--- src/hw/rtl/lr_pkg.sv ---
`default_nettype none

package lr_pkg;

    // Default coordinate width and the fixed color width.
    localparam int COORD_BITS_DEF = 12;
    localparam int COLOR_BITS     = 24;

    // Depth of the queue between the command front end and the walker.
    localparam int QUEUE_DEPTH = 4;

    // Command codes.
    localparam logic CMD_START = 1'b0;
    localparam logic CMD_STEP  = 1'b1;

endpackage

`default_nettype wire

--- src/hw/rtl/lr_if.sv ---
`default_nettype none

// Command channel: one item is a start or a step command.
interface lr_in_if #(
    parameter int COORD_BITS = lr_pkg::COORD_BITS_DEF
);
    logic                          valid;
    logic                          ready;
    logic                          command;
    logic signed [COORD_BITS-1:0]  start_x;
    logic signed [COORD_BITS-1:0]  start_y;
    logic signed [COORD_BITS-1:0]  end_x;
    logic signed [COORD_BITS-1:0]  end_y;
    logic [lr_pkg::COLOR_BITS-1:0] color;

    modport source (output valid, command, start_x, start_y, end_x, end_y, color,
                    input ready);
    modport sink (input valid, command, start_x, start_y, end_x, end_y, color,
                  output ready);
endinterface

// Pixel channel: one item is one answer to a command.
interface lr_out_if #(
    parameter int COORD_BITS = lr_pkg::COORD_BITS_DEF
);
    logic                          valid;
    logic                          ready;
    logic signed [COORD_BITS-1:0]  pixel_x;
    logic signed [COORD_BITS-1:0]  pixel_y;
    logic [lr_pkg::COLOR_BITS-1:0] pixel_color;
    logic                          pixel_valid;
    logic                          last;

    modport source (output valid, pixel_x, pixel_y, pixel_color, pixel_valid, last,
                    input ready);
    modport sink (input valid, pixel_x, pixel_y, pixel_color, pixel_valid, last,
                  output ready);
endinterface

`default_nettype wire

--- src/hw/rtl/lr_fifo.sv ---
`default_nettype none

module lr_fifo #(
    parameter int WIDTH = 8,
    parameter int DEPTH = lr_pkg::QUEUE_DEPTH
) (
    input  wire logic             i_clk,
    input  wire logic             i_rst_n,
    input  wire logic             i_push,
    input  wire logic [WIDTH-1:0] i_data,
    output logic                  o_full,
    input  wire logic             i_pop,
    output logic                  o_valid,
    output logic [WIDTH-1:0]      o_data
);
    localparam int PW = (DEPTH > 1) ? $clog2(DEPTH) : 1;
    localparam int CW = $clog2(DEPTH + 1);

    logic [WIDTH-1:0] r_mem [DEPTH];
    logic [PW-1:0]    r_wr_ptr, n_wr_ptr;
    logic [PW-1:0]    r_rd_ptr, n_rd_ptr;
    logic [CW-1:0]    r_count, n_count;
    logic             do_push, do_pop;

    assign o_full  = (r_count == CW'(DEPTH));
    assign o_valid = (r_count != '0);
    assign o_data  = r_mem[r_rd_ptr];

    assign do_push = i_push && !o_full;
    assign do_pop  = i_pop && o_valid;

    // Pointer and occupancy update, pointers wrap at the depth.
    always_comb begin
        n_wr_ptr = r_wr_ptr;
        n_rd_ptr = r_rd_ptr;
        n_count  = r_count;
        if (do_push) begin
            n_wr_ptr = (r_wr_ptr == PW'(DEPTH - 1)) ? '0 : r_wr_ptr + PW'(1);
        end
        if (do_pop) begin
            n_rd_ptr = (r_rd_ptr == PW'(DEPTH - 1)) ? '0 : r_rd_ptr + PW'(1);
        end
        if (do_push && !do_pop) begin
            n_count = r_count + CW'(1);
        end else if (do_pop && !do_push) begin
            n_count = r_count - CW'(1);
        end
    end

    always_ff @(posedge i_clk) begin
        if (!i_rst_n) begin
            r_wr_ptr <= '0;
            r_rd_ptr <= '0;
            r_count  <= '0;
        end else begin
            r_wr_ptr <= n_wr_ptr;
            r_rd_ptr <= n_rd_ptr;
            r_count  <= n_count;
        end
    end

    // Storage needs no reset.
    always_ff @(posedge i_clk) begin
        if (do_push) begin
            r_mem[r_wr_ptr] <= i_data;
        end
    end

    a_count_bound: assert property (@(posedge i_clk) disable iff (!i_rst_n)
        r_count <= CW'(DEPTH))
        else $error("queue occupancy exceeds depth");

endmodule

`default_nettype wire

--- src/hw/rtl/lr_front.sv ---
`default_nettype none

module lr_front #(
    parameter int COORD_BITS = lr_pkg::COORD_BITS_DEF,
    parameter int ENTRY_W    = 4 + 6 * COORD_BITS + lr_pkg::COLOR_BITS
) (
    lr_in_if.sink              i_cmd,
    input  wire logic          i_full,
    output logic               o_push,
    output logic [ENTRY_W-1:0] o_entry
);
    import lr_pkg::*;

    localparam int C = COORD_BITS;

    typedef struct packed {
        logic                   cmd;
        logic [C-1:0]           x0;
        logic [C-1:0]           y0;
        logic [C-1:0]           x1;
        logic [C-1:0]           y1;
        logic [C-1:0]           dx;
        logic [C-1:0]           dy;
        logic                   sx_neg;
        logic                   sy_neg;
        logic                   single;
        logic [COLOR_BITS-1:0]  color;
    } t_entry;

    logic signed [C:0] diff_x, diff_y;
    logic [C:0]        abs_x, abs_y;
    t_entry            entry;

    // Take an item whenever the queue has room.
    assign i_cmd.ready = !i_full;
    assign o_push      = i_cmd.valid && !i_full;

    // Signed differences of the endpoints, one bit wider so they cannot wrap.
    assign diff_x = {i_cmd.end_x[C-1], i_cmd.end_x} - {i_cmd.start_x[C-1], i_cmd.start_x};
    assign diff_y = {i_cmd.end_y[C-1], i_cmd.end_y} - {i_cmd.start_y[C-1], i_cmd.start_y};
    assign abs_x  = diff_x[C] ? (C+1)'(-diff_x) : diff_x;
    assign abs_y  = diff_y[C] ? (C+1)'(-diff_y) : diff_y;

    // Classify the command and precompute the line setup.
    always_comb begin
        entry.cmd    = i_cmd.command;
        entry.x0     = i_cmd.start_x;
        entry.y0     = i_cmd.start_y;
        entry.x1     = i_cmd.end_x;
        entry.y1     = i_cmd.end_y;
        entry.dx     = abs_x[C-1:0];
        entry.dy     = abs_y[C-1:0];
        entry.sx_neg = !(i_cmd.start_x < i_cmd.end_x);
        entry.sy_neg = !(i_cmd.start_y < i_cmd.end_y);
        entry.single = (i_cmd.start_x == i_cmd.end_x) && (i_cmd.start_y == i_cmd.end_y);
        entry.color  = i_cmd.color;
    end

    assign o_entry = entry;

endmodule

`default_nettype wire

--- src/hw/rtl/lr_back.sv ---
`default_nettype none

module lr_back #(
    parameter int COORD_BITS = lr_pkg::COORD_BITS_DEF,
    parameter int ENTRY_W    = 4 + 6 * COORD_BITS + lr_pkg::COLOR_BITS
) (
    input  wire logic               i_clk,
    input  wire logic               i_rst_n,
    input  wire logic               i_valid,
    input  wire logic [ENTRY_W-1:0] i_entry,
    output logic                    o_pop,
    lr_out_if.source                o_pix
);
    import lr_pkg::*;

    localparam int C  = COORD_BITS;
    localparam int EW = C + 3;

    typedef struct packed {
        logic                   cmd;
        logic [C-1:0]           x0;
        logic [C-1:0]           y0;
        logic [C-1:0]           x1;
        logic [C-1:0]           y1;
        logic [C-1:0]           dx;
        logic [C-1:0]           dy;
        logic                   sx_neg;
        logic                   sy_neg;
        logic                   single;
        logic [COLOR_BITS-1:0]  color;
    } t_entry;

    t_entry entry;

    // Walk state.
    logic [C-1:0]          r_cur_x, n_cur_x;
    logic [C-1:0]          r_cur_y, n_cur_y;
    logic [C-1:0]          r_tgt_x, n_tgt_x;
    logic [C-1:0]          r_tgt_y, n_tgt_y;
    logic [C-1:0]          r_dx, n_dx;
    logic [C-1:0]          r_dy, n_dy;
    logic                  r_sx_neg, n_sx_neg;
    logic                  r_sy_neg, n_sy_neg;
    logic signed [EW-1:0]  r_err, n_err;
    logic                  r_active, n_active;
    logic [COLOR_BITS-1:0] r_color, n_color;

    // Output register.
    logic                  r_o_valid, n_o_valid;
    logic [C-1:0]          r_o_x, n_o_x;
    logic [C-1:0]          r_o_y, n_o_y;
    logic [COLOR_BITS-1:0] r_o_color, n_o_color;
    logic                  r_o_pv, n_o_pv;
    logic                  r_o_last, n_o_last;

    logic signed [EW:0]    e2, dx_e, dy_e;
    logic                  move_x, move_y;
    logic [C-1:0]          step_x, step_y;

    assign entry = t_entry'(i_entry);

    // Pop a command when the output register is empty or being emptied.
    assign o_pop = i_valid && (!r_o_valid || o_pix.ready);

    // Bresenham decision on the doubled error.
    assign e2     = {r_err, 1'b0};
    assign dx_e   = $signed({{(EW+1-C){1'b0}}, r_dx});
    assign dy_e   = $signed({{(EW+1-C){1'b0}}, r_dy});
    assign move_x = (e2 > -dy_e);
    assign move_y = (e2 < dx_e);
    assign step_x = r_sx_neg ? r_cur_x - C'(1) : r_cur_x + C'(1);
    assign step_y = r_sy_neg ? r_cur_y - C'(1) : r_cur_y + C'(1);

    // Carry out the popped command.
    always_comb begin
        n_cur_x   = r_cur_x;
        n_cur_y   = r_cur_y;
        n_tgt_x   = r_tgt_x;
        n_tgt_y   = r_tgt_y;
        n_dx      = r_dx;
        n_dy      = r_dy;
        n_sx_neg  = r_sx_neg;
        n_sy_neg  = r_sy_neg;
        n_err     = r_err;
        n_active  = r_active;
        n_color   = r_color;
        n_o_valid = r_o_valid && !o_pix.ready;
        n_o_x     = r_o_x;
        n_o_y     = r_o_y;
        n_o_color = r_o_color;
        n_o_pv    = r_o_pv;
        n_o_last  = r_o_last;
        if (o_pop) begin
            n_o_valid = 1'b1;
            case (entry.cmd)
                CMD_START: begin
                    n_cur_x   = entry.x0;
                    n_cur_y   = entry.y0;
                    n_tgt_x   = entry.x1;
                    n_tgt_y   = entry.y1;
                    n_dx      = entry.dx;
                    n_dy      = entry.dy;
                    n_sx_neg  = entry.sx_neg;
                    n_sy_neg  = entry.sy_neg;
                    n_err     = $signed({3'b000, entry.dx}) - $signed({3'b000, entry.dy});
                    n_active  = !entry.single;
                    n_color   = entry.color;
                    n_o_x     = entry.x1;
                    n_o_y     = entry.y1;
                    n_o_color = entry.color;
                    n_o_pv    = 1'b1;
                    n_o_last  = entry.single;
                end
                CMD_STEP: begin
                    if (r_active) begin
                        n_err = r_err
                              - (move_x ? $signed({3'b000, r_dy}) : EW'(0))
                              + (move_y ? $signed({3'b000, r_dx}) : EW'(0));
                        n_cur_x   = move_x ? step_x : r_cur_x;
                        n_cur_y   = move_y ? step_y : r_cur_y;
                        n_active  = !((n_cur_x == r_tgt_x) && (n_cur_y == r_tgt_y));
                        n_o_x     = r_cur_x;
                        n_o_y     = r_cur_y;
                        n_o_color = r_color;
                        n_o_pv    = 1'b1;
                        n_o_last  = !n_active;
                    end else begin
                        n_o_x     = '0;
                        n_o_y     = '0;
                        n_o_color = '0;
                        n_o_pv    = 1'b0;
                        n_o_last  = 1'b0;
                    end
                end
                default: begin
                    n_o_valid = r_o_valid;
                end
            endcase
        end
    end

    // Control state.
    always_ff @(posedge i_clk) begin
        if (!i_rst_n) begin
            r_active  <= 1'b0;
            r_o_valid <= 1'b0;
        end else begin
            r_active  <= n_active;
            r_o_valid <= n_o_valid;
        end
    end

    // Payload state.
    always_ff @(posedge i_clk) begin
        r_cur_x   <= n_cur_x;
        r_cur_y   <= n_cur_y;
        r_tgt_x   <= n_tgt_x;
        r_tgt_y   <= n_tgt_y;
        r_dx      <= n_dx;
        r_dy      <= n_dy;
        r_sx_neg  <= n_sx_neg;
        r_sy_neg  <= n_sy_neg;
        r_err     <= n_err;
        r_color   <= n_color;
        r_o_x     <= n_o_x;
        r_o_y     <= n_o_y;
        r_o_color <= n_o_color;
        r_o_pv    <= n_o_pv;
        r_o_last  <= n_o_last;
    end

    assign o_pix.valid       = r_o_valid;
    assign o_pix.pixel_x     = r_o_x;
    assign o_pix.pixel_y     = r_o_y;
    assign o_pix.pixel_color = r_o_color;
    assign o_pix.pixel_valid = r_o_pv;
    assign o_pix.last        = r_o_last;

    a_single_stays_idle: assert property (@(posedge i_clk) disable iff (!i_rst_n)
        o_pop && (entry.cmd == CMD_START) && entry.single |=> !r_active)
        else $error("a line with equal endpoints left the walker active");

    a_last_ends_walk: assert property (@(posedge i_clk) disable iff (!i_rst_n)
        o_pop && (entry.cmd == CMD_STEP) && r_active && !n_active |=> r_o_last && r_o_pv)
        else $error("end of walk was not flagged as last");

    a_idle_step_blank: assert property (@(posedge i_clk) disable iff (!i_rst_n)
        r_o_valid && !r_o_pv |-> !r_o_last && (r_o_x == '0) && (r_o_color == '0))
        else $error("blank answer carries a pixel");

endmodule

`default_nettype wire

--- src/hw/rtl/line_rasterizer.sv ---
// Line rasterizer: a Bresenham line walker for all octants.
// i_cmd carries command items. A start command (command 0) latches both
// endpoints and the color and is answered with the far endpoint; last is
// set on that answer when both endpoints are equal. Each step command
// (command 1) is answered with the next pixel of the walk from the start
// point, last marking the final one. A step with no line running is
// answered with pixel_valid low and all other fields zero.
// o_pix carries exactly one answer item for every command item.
// An accepted command passes through the queue and the walker into the output
// register. Throughput: one command per cycle while the receiver takes answers;
// each step updates and compares the error term in the walker.
// A small command queue sits between the input stage and the walker. While
// an answer waits in the output register the walker holds, so a stalled
// receiver backs up the queue and then i_cmd.ready drops.
// Reset (synchronous, active low) empties the queue and output register and
// leaves the walker idle.
`default_nettype none

module line_rasterizer #(
    parameter int COORD_BITS = lr_pkg::COORD_BITS_DEF
) (
    input  wire logic i_clk,
    input  wire logic i_rst_n,
    lr_in_if.sink     i_cmd,
    lr_out_if.source  o_pix
);
    import lr_pkg::*;

    localparam int ENTRY_W = 4 + 6 * COORD_BITS + COLOR_BITS;

    logic               q_push, q_full, q_pop, q_valid;
    logic [ENTRY_W-1:0] q_in, q_out;

    lr_front #(
        .COORD_BITS (COORD_BITS),
        .ENTRY_W    (ENTRY_W)
    ) u_front (
        .i_cmd   (i_cmd),
        .i_full  (q_full),
        .o_push  (q_push),
        .o_entry (q_in)
    );

    lr_fifo #(
        .WIDTH (ENTRY_W),
        .DEPTH (QUEUE_DEPTH)
    ) u_queue (
        .i_clk   (i_clk),
        .i_rst_n (i_rst_n),
        .i_push  (q_push),
        .i_data  (q_in),
        .o_full  (q_full),
        .i_pop   (q_pop),
        .o_valid (q_valid),
        .o_data  (q_out)
    );

    lr_back #(
        .COORD_BITS (COORD_BITS),
        .ENTRY_W    (ENTRY_W)
    ) u_back (
        .i_clk   (i_clk),
        .i_rst_n (i_rst_n),
        .i_valid (q_valid),
        .i_entry (q_out),
        .o_pop   (q_pop),
        .o_pix   (o_pix)
    );

endmodule

`default_nettype wire

--- src/flat_wrapper.sv ---
// flat-port wrapper written by rule: the top's interface ports become plain ports
module line_rasterizer_flat import lr_pkg::*;
#(
    parameter int COORD_BITS = lr_pkg::COORD_BITS_DEF
)
  (i_clk, i_rst_n, i_cmd_valid, i_cmd_command, i_cmd_start_x, i_cmd_start_y, i_cmd_end_x, i_cmd_end_y, i_cmd_color, i_cmd_ready, o_pix_valid, o_pix_pixel_x, o_pix_pixel_y, o_pix_pixel_color, o_pix_pixel_valid, o_pix_last, o_pix_ready);
  lr_in_if #(.COORD_BITS(COORD_BITS)) i_cmd_i ();
  lr_out_if #(.COORD_BITS(COORD_BITS)) o_pix_i ();
  input  wire logic i_clk;
  input  wire logic i_rst_n;
  input wire logic [$bits(i_cmd_i.valid)-1:0] i_cmd_valid;
  input wire logic [$bits(i_cmd_i.command)-1:0] i_cmd_command;
  input wire logic [$bits(i_cmd_i.start_x)-1:0] i_cmd_start_x;
  input wire logic [$bits(i_cmd_i.start_y)-1:0] i_cmd_start_y;
  input wire logic [$bits(i_cmd_i.end_x)-1:0] i_cmd_end_x;
  input wire logic [$bits(i_cmd_i.end_y)-1:0] i_cmd_end_y;
  input wire logic [$bits(i_cmd_i.color)-1:0] i_cmd_color;
  output wire logic [$bits(i_cmd_i.ready)-1:0] i_cmd_ready;
  output wire logic [$bits(o_pix_i.valid)-1:0] o_pix_valid;
  output wire logic [$bits(o_pix_i.pixel_x)-1:0] o_pix_pixel_x;
  output wire logic [$bits(o_pix_i.pixel_y)-1:0] o_pix_pixel_y;
  output wire logic [$bits(o_pix_i.pixel_color)-1:0] o_pix_pixel_color;
  output wire logic [$bits(o_pix_i.pixel_valid)-1:0] o_pix_pixel_valid;
  output wire logic [$bits(o_pix_i.last)-1:0] o_pix_last;
  input wire logic [$bits(o_pix_i.ready)-1:0] o_pix_ready;
  assign i_cmd_i.valid = i_cmd_valid;
  assign i_cmd_i.command = i_cmd_command;
  assign i_cmd_i.start_x = i_cmd_start_x;
  assign i_cmd_i.start_y = i_cmd_start_y;
  assign i_cmd_i.end_x = i_cmd_end_x;
  assign i_cmd_i.end_y = i_cmd_end_y;
  assign i_cmd_i.color = i_cmd_color;
  assign i_cmd_ready = i_cmd_i.ready;
  assign o_pix_valid = o_pix_i.valid;
  assign o_pix_pixel_x = o_pix_i.pixel_x;
  assign o_pix_pixel_y = o_pix_i.pixel_y;
  assign o_pix_pixel_color = o_pix_i.pixel_color;
  assign o_pix_pixel_valid = o_pix_i.pixel_valid;
  assign o_pix_last = o_pix_i.last;
  assign o_pix_i.ready = o_pix_ready;
  line_rasterizer #(.COORD_BITS(COORD_BITS)) u_core (.i_clk(i_clk), .i_rst_n(i_rst_n), .i_cmd(i_cmd_i), .o_pix(o_pix_i));
endmodule
--- config.mk ---
export PLATFORM = sky130hd
export DESIGN_NAME = line_rasterizer_flat
export DESIGN_NICKNAME = d
export VERILOG_FILES = /design/src/hw/rtl/lr_pkg.sv /design/src/hw/rtl/lr_if.sv /design/src/hw/rtl/lr_fifo.sv /design/src/hw/rtl/lr_front.sv /design/src/hw/rtl/lr_back.sv /design/src/hw/rtl/line_rasterizer.sv /design/src/flat_wrapper.sv
export SDC_FILE = /design/constraint.sdc
export NUM_CORES = 1
export LEC_CHECK = 0
export ABC_AREA = 1
export BUFFER_PORTS_ARGS = -buffer_cell sky130_fd_sc_hd__buf_2
export CAP_MARGIN = 30
export CORE_MARGIN = 10
export CORE_UTILIZATION = 55
export DETAILED_ROUTE_END_ITERATION = 7
export PLACE_DENSITY = 0.73
export SETUP_SLACK_MARGIN = 0.4
export SYNTH_ARGS = -nofsm -noshare
export SYNTH_HDL_FRONTEND = slang
export SYNTH_SLANG_ARGS = --single-unit
--- constraint.sdc ---
create_clock -name i_clk -period 13.21 [get_ports i_clk]
set_input_delay 2.642 -clock i_clk [delete_from_list [all_inputs] [get_ports i_clk]]
set_output_delay 2.642 -clock i_clk [all_outputs]
set_load 0.02 [all_outputs]
==> flow_summary.yaml <==
critical_path:
  cpMaxStageDelayCell: "fa_1"
  cp.arrival_ns: 7.07
  cp-end-kind: "flop"
  rr_startpoint: "u_core.u_back.r_dy[2]"
  reg2reg_slack_ns: 6.52
  critPathKind: "flop to flop"
  path_common_cell: "nand2_1"
  path_max_fanout: 25
  slowest_delay_ns: 0.50
  critPathRequiredTime_ns: 13.59
  startpoint_type: "flop"
  regToRegEndpoint: "u_core.u_back.r_err[14]"
  ff2ff_path_depth: 29
min_path:
  hp-class: "flop to flop"
  holdPathEnd: "u_core.u_queue.r_count[2]"
  hp-start: "u_core.u_queue.r_count[2]"
  hold_depth: 2
sta:
  layout_min_cycle_time_ns: 6.69
  hold_viol: 0
  timing.final.crit_share_pct: 50.7
  finClkSkew_ns: 0.0157
  rsz0062_at_grt: "false"
  setup_slack_ns: 6.52
  fmax_ghz: 0.149
  drv_slew: 0
  tns_ns: 0
  slew_headroom_pct: 31.9
  worstMarginPinSlew_ns: 1.02
  setup_viol: 0
clocking:
  clockBufferDepth: 3
  htree_levels: 2
  cts-root-buf: "clkbuf_16"
  cts_tree: "yes"
  clock_latency_ns: 0.62
  numCtsBuffers: 57
  post_cts_buffers: 0
  clock_sinks: 574
  cts_resized: 0
  clk_pin_slew_ns: 0.06
  cts_hold_buf: 0
yosys:
  yosys.cell_types.count: 50
  synthesis.area_um2: 27100
  yosysTopAreaCell: "edfxtp_1"
  synthDominantCellAreaShare_pct: 62.4
  syn_avg_cell_area_um2: 11.1
  ys_dominant_reg_cell: "edfxtp_1"
  syn-num-nets: 2643
  ys_seq_area_share_pct: 63.3
  synth_area_leaders: "edfxtp_1 (62%), nand2_1 (5.4%), ha_1 (5.0%), o21ai_0 (4.7%), nor2_1 (3.8%)"
  ys_ff_latch: 574
  synth_edf_count: 563
  async_flop_share_pct: 0
  synth_cells: 2440
  ys.warnings.count: 0
detailed_routing:
  routed_wl_mm: 67.6
  num_vias: 18951
  drc: 0
  vias_per_cell: 5.78
  first_iter_violations: 1653
  antenna_violating_nets_post_route: 0
  drt_pass1_iterations: 5
  wl_per_cell_um: 20.6
die:
  die_x_um: 242
  core_um2: 48800
  die_y_um: 242
  dieArea_um2: 58500
  start_util_pct: 55.4
  rows: 81
  ios: 129
placement:
  io_buffers: 128
  place_ws_ns: 6.59
  gp_congestion: 0.944
  hpwlAfterDp_mm: 44.6
global_routing:
  grt_start_max_net_pins: 103
  grt_overflow: 0
  grt_pass1_wl_mm: 104
  globalRouteTotalUtil_pct: 22.6
  antenna_found_initial: 15
  grt_pass1_vias: 18415
layout:
  layout-drive-gt1-share_pct: 10.1
  final_nets: 2762
  syn_to_final_growth_pct: 11.7
  nFillCells: 3779
status:
  status: "complete, no violations"
run:
  max-cap-violations: 0
-- state kept, by name, indices dropped and copies added, names as in the netlist, 2 cells and up, named ones only --
signal and count:
u_core.u_back.r_dy 12, u_core.u_back.r_tgt_y 12, u_core.u_back.r_dx 12, u_core.u_queue.r_wr_ptr 2, u_core.u_queue.r_mem 400, u_core.u_back.r_color 24, u_core.u_back.r_err 15, u_core.u_back.r_cur_y 12
u_core.u_back.o_pix.pixel_color 24, u_core.u_queue.r_rd_ptr 2, u_core.u_back.o_pix.pixel_x 12, u_core.u_back.r_tgt_x 12, u_core.u_back.o_pix.pixel_y 12, u_core.u_queue.r_count 3, u_core.u_back.r_cur_x 12
-- metrics by stage --
step	instances	area [um2]	util [%]	hold WS, ns
after floorplan	2440	27100	-	0.452
after global placement	3162	28400	58.1	0.463
after detailed placement	3164	28400	58.2	0.510
after CTS	3270	30200	61.9	0.521
after global routing	3275	30200	61.9	0.533
final	3279	30200	61.9	0.523
-- cell type report --
| type | count | area [um2] | share of cell area (%) |
|---|---|---|---|
| inverters | 248 | 937 | 3.10 |
| diodes | 9 | 22.5 | 0.0745 |
| repair buffers | 151 | 846 | 2.80 |
| flip-flops and latches | 574 | 17100 | 56.6 |
| clock inverters | 39 | 315 | 1.04 |
| clock buffers | 67 | 1460 | 4.84 |
| well taps | 664 | 831 | 2.75 |
| multi-input cells | 1527 | 8690 | 28.8 |
-- worst max-delay path by stage --
stage | to | slack (ns) | depth (start not counted) | from
after floorplan | u_core.u_back.r_color[0] | 4.09 | 6 | o_pix_ready
after global placement | u_core.u_back.r_err[14] | 6.72 | 29 | u_core.u_back.r_dy[2]
after detailed placement | u_core.u_back.r_err[14] | 6.59 | 29 | u_core.u_back.r_dy[2]
after CTS | u_core.u_back.r_err[14] | 6.55 | 29 | u_core.u_back.r_dy[2]
after global routing | u_core.u_back.r_err[14] | 5.81 | 29 | u_core.u_back.r_dy[2]
final | u_core.u_back.r_err[14] | 6.52 | 29 | u_core.u_back.r_dy[2]
-- critical path, delay by kind of cell, from the launching register on --
family / cells / cell delay, ns
AND/OR/NAND/NOR: 15 / 2.78
AO/OA/AOI/OAI: 9 / 1.67
flip-flops: 1 / 0.43
buffers and inverters: 1 / 0.08
XOR/XNOR: 1 / 0.19
adder cells (fa/ha/maj): 3 / 1.27
-- placed cells by master (no fill, tap or decap), types with 21 or more instances in the layout --
master	instances
edfxtp_1	563
nand2_1	386
nor2_1	266
o21ai_0	256
inv_1	245
buf_2	128
ha_1	108
a21oi_1	91
o22ai_1	87
nand3_1	74
clkbuf_16	57
xor2_1	52
a22o_1	24
nor3_1	23
a31oi_1	21
buf_4	21
-- cell usage after synthesis, types with 11 or more instances --
library cell / n
fa_1: 18
edfxtp_1: 563
o21ai_0: 256
xor2_1: 52
ha_1: 108
o22ai_1: 87
nor2_1: 273
inv_1: 247
dfxtp_1: 11
nand2_1: 387
a21oi_1: 91
nor3_1: 23
nand3_1: 74
clkbuf_1: 82
a32oi_1: 13
a22o_1: 24
xnor2_1: 16
a31oi_1: 21
nand3b_1: 16
nand4_1: 16
-- kinds of logic after synthesis --
family	share of synthesized area, %
buf+inv	4.84
mux	0.0370
compound gates	10.9
flops	63.3
fa+ha+maj	6.32
xor+xnor	2.20
simple gates	12.5
-- layer usage --
metal	GRT usage, %	part of all wire [%]
met2	36.8	47
met1	30.5	43
met4	7.32	2.7
met5	0	0.080
met3	3.75	7.7
Power is left out: the tool's default activity adds up to more than one toggle a clock period on the data nets, which glitch-free logic cannot reach.
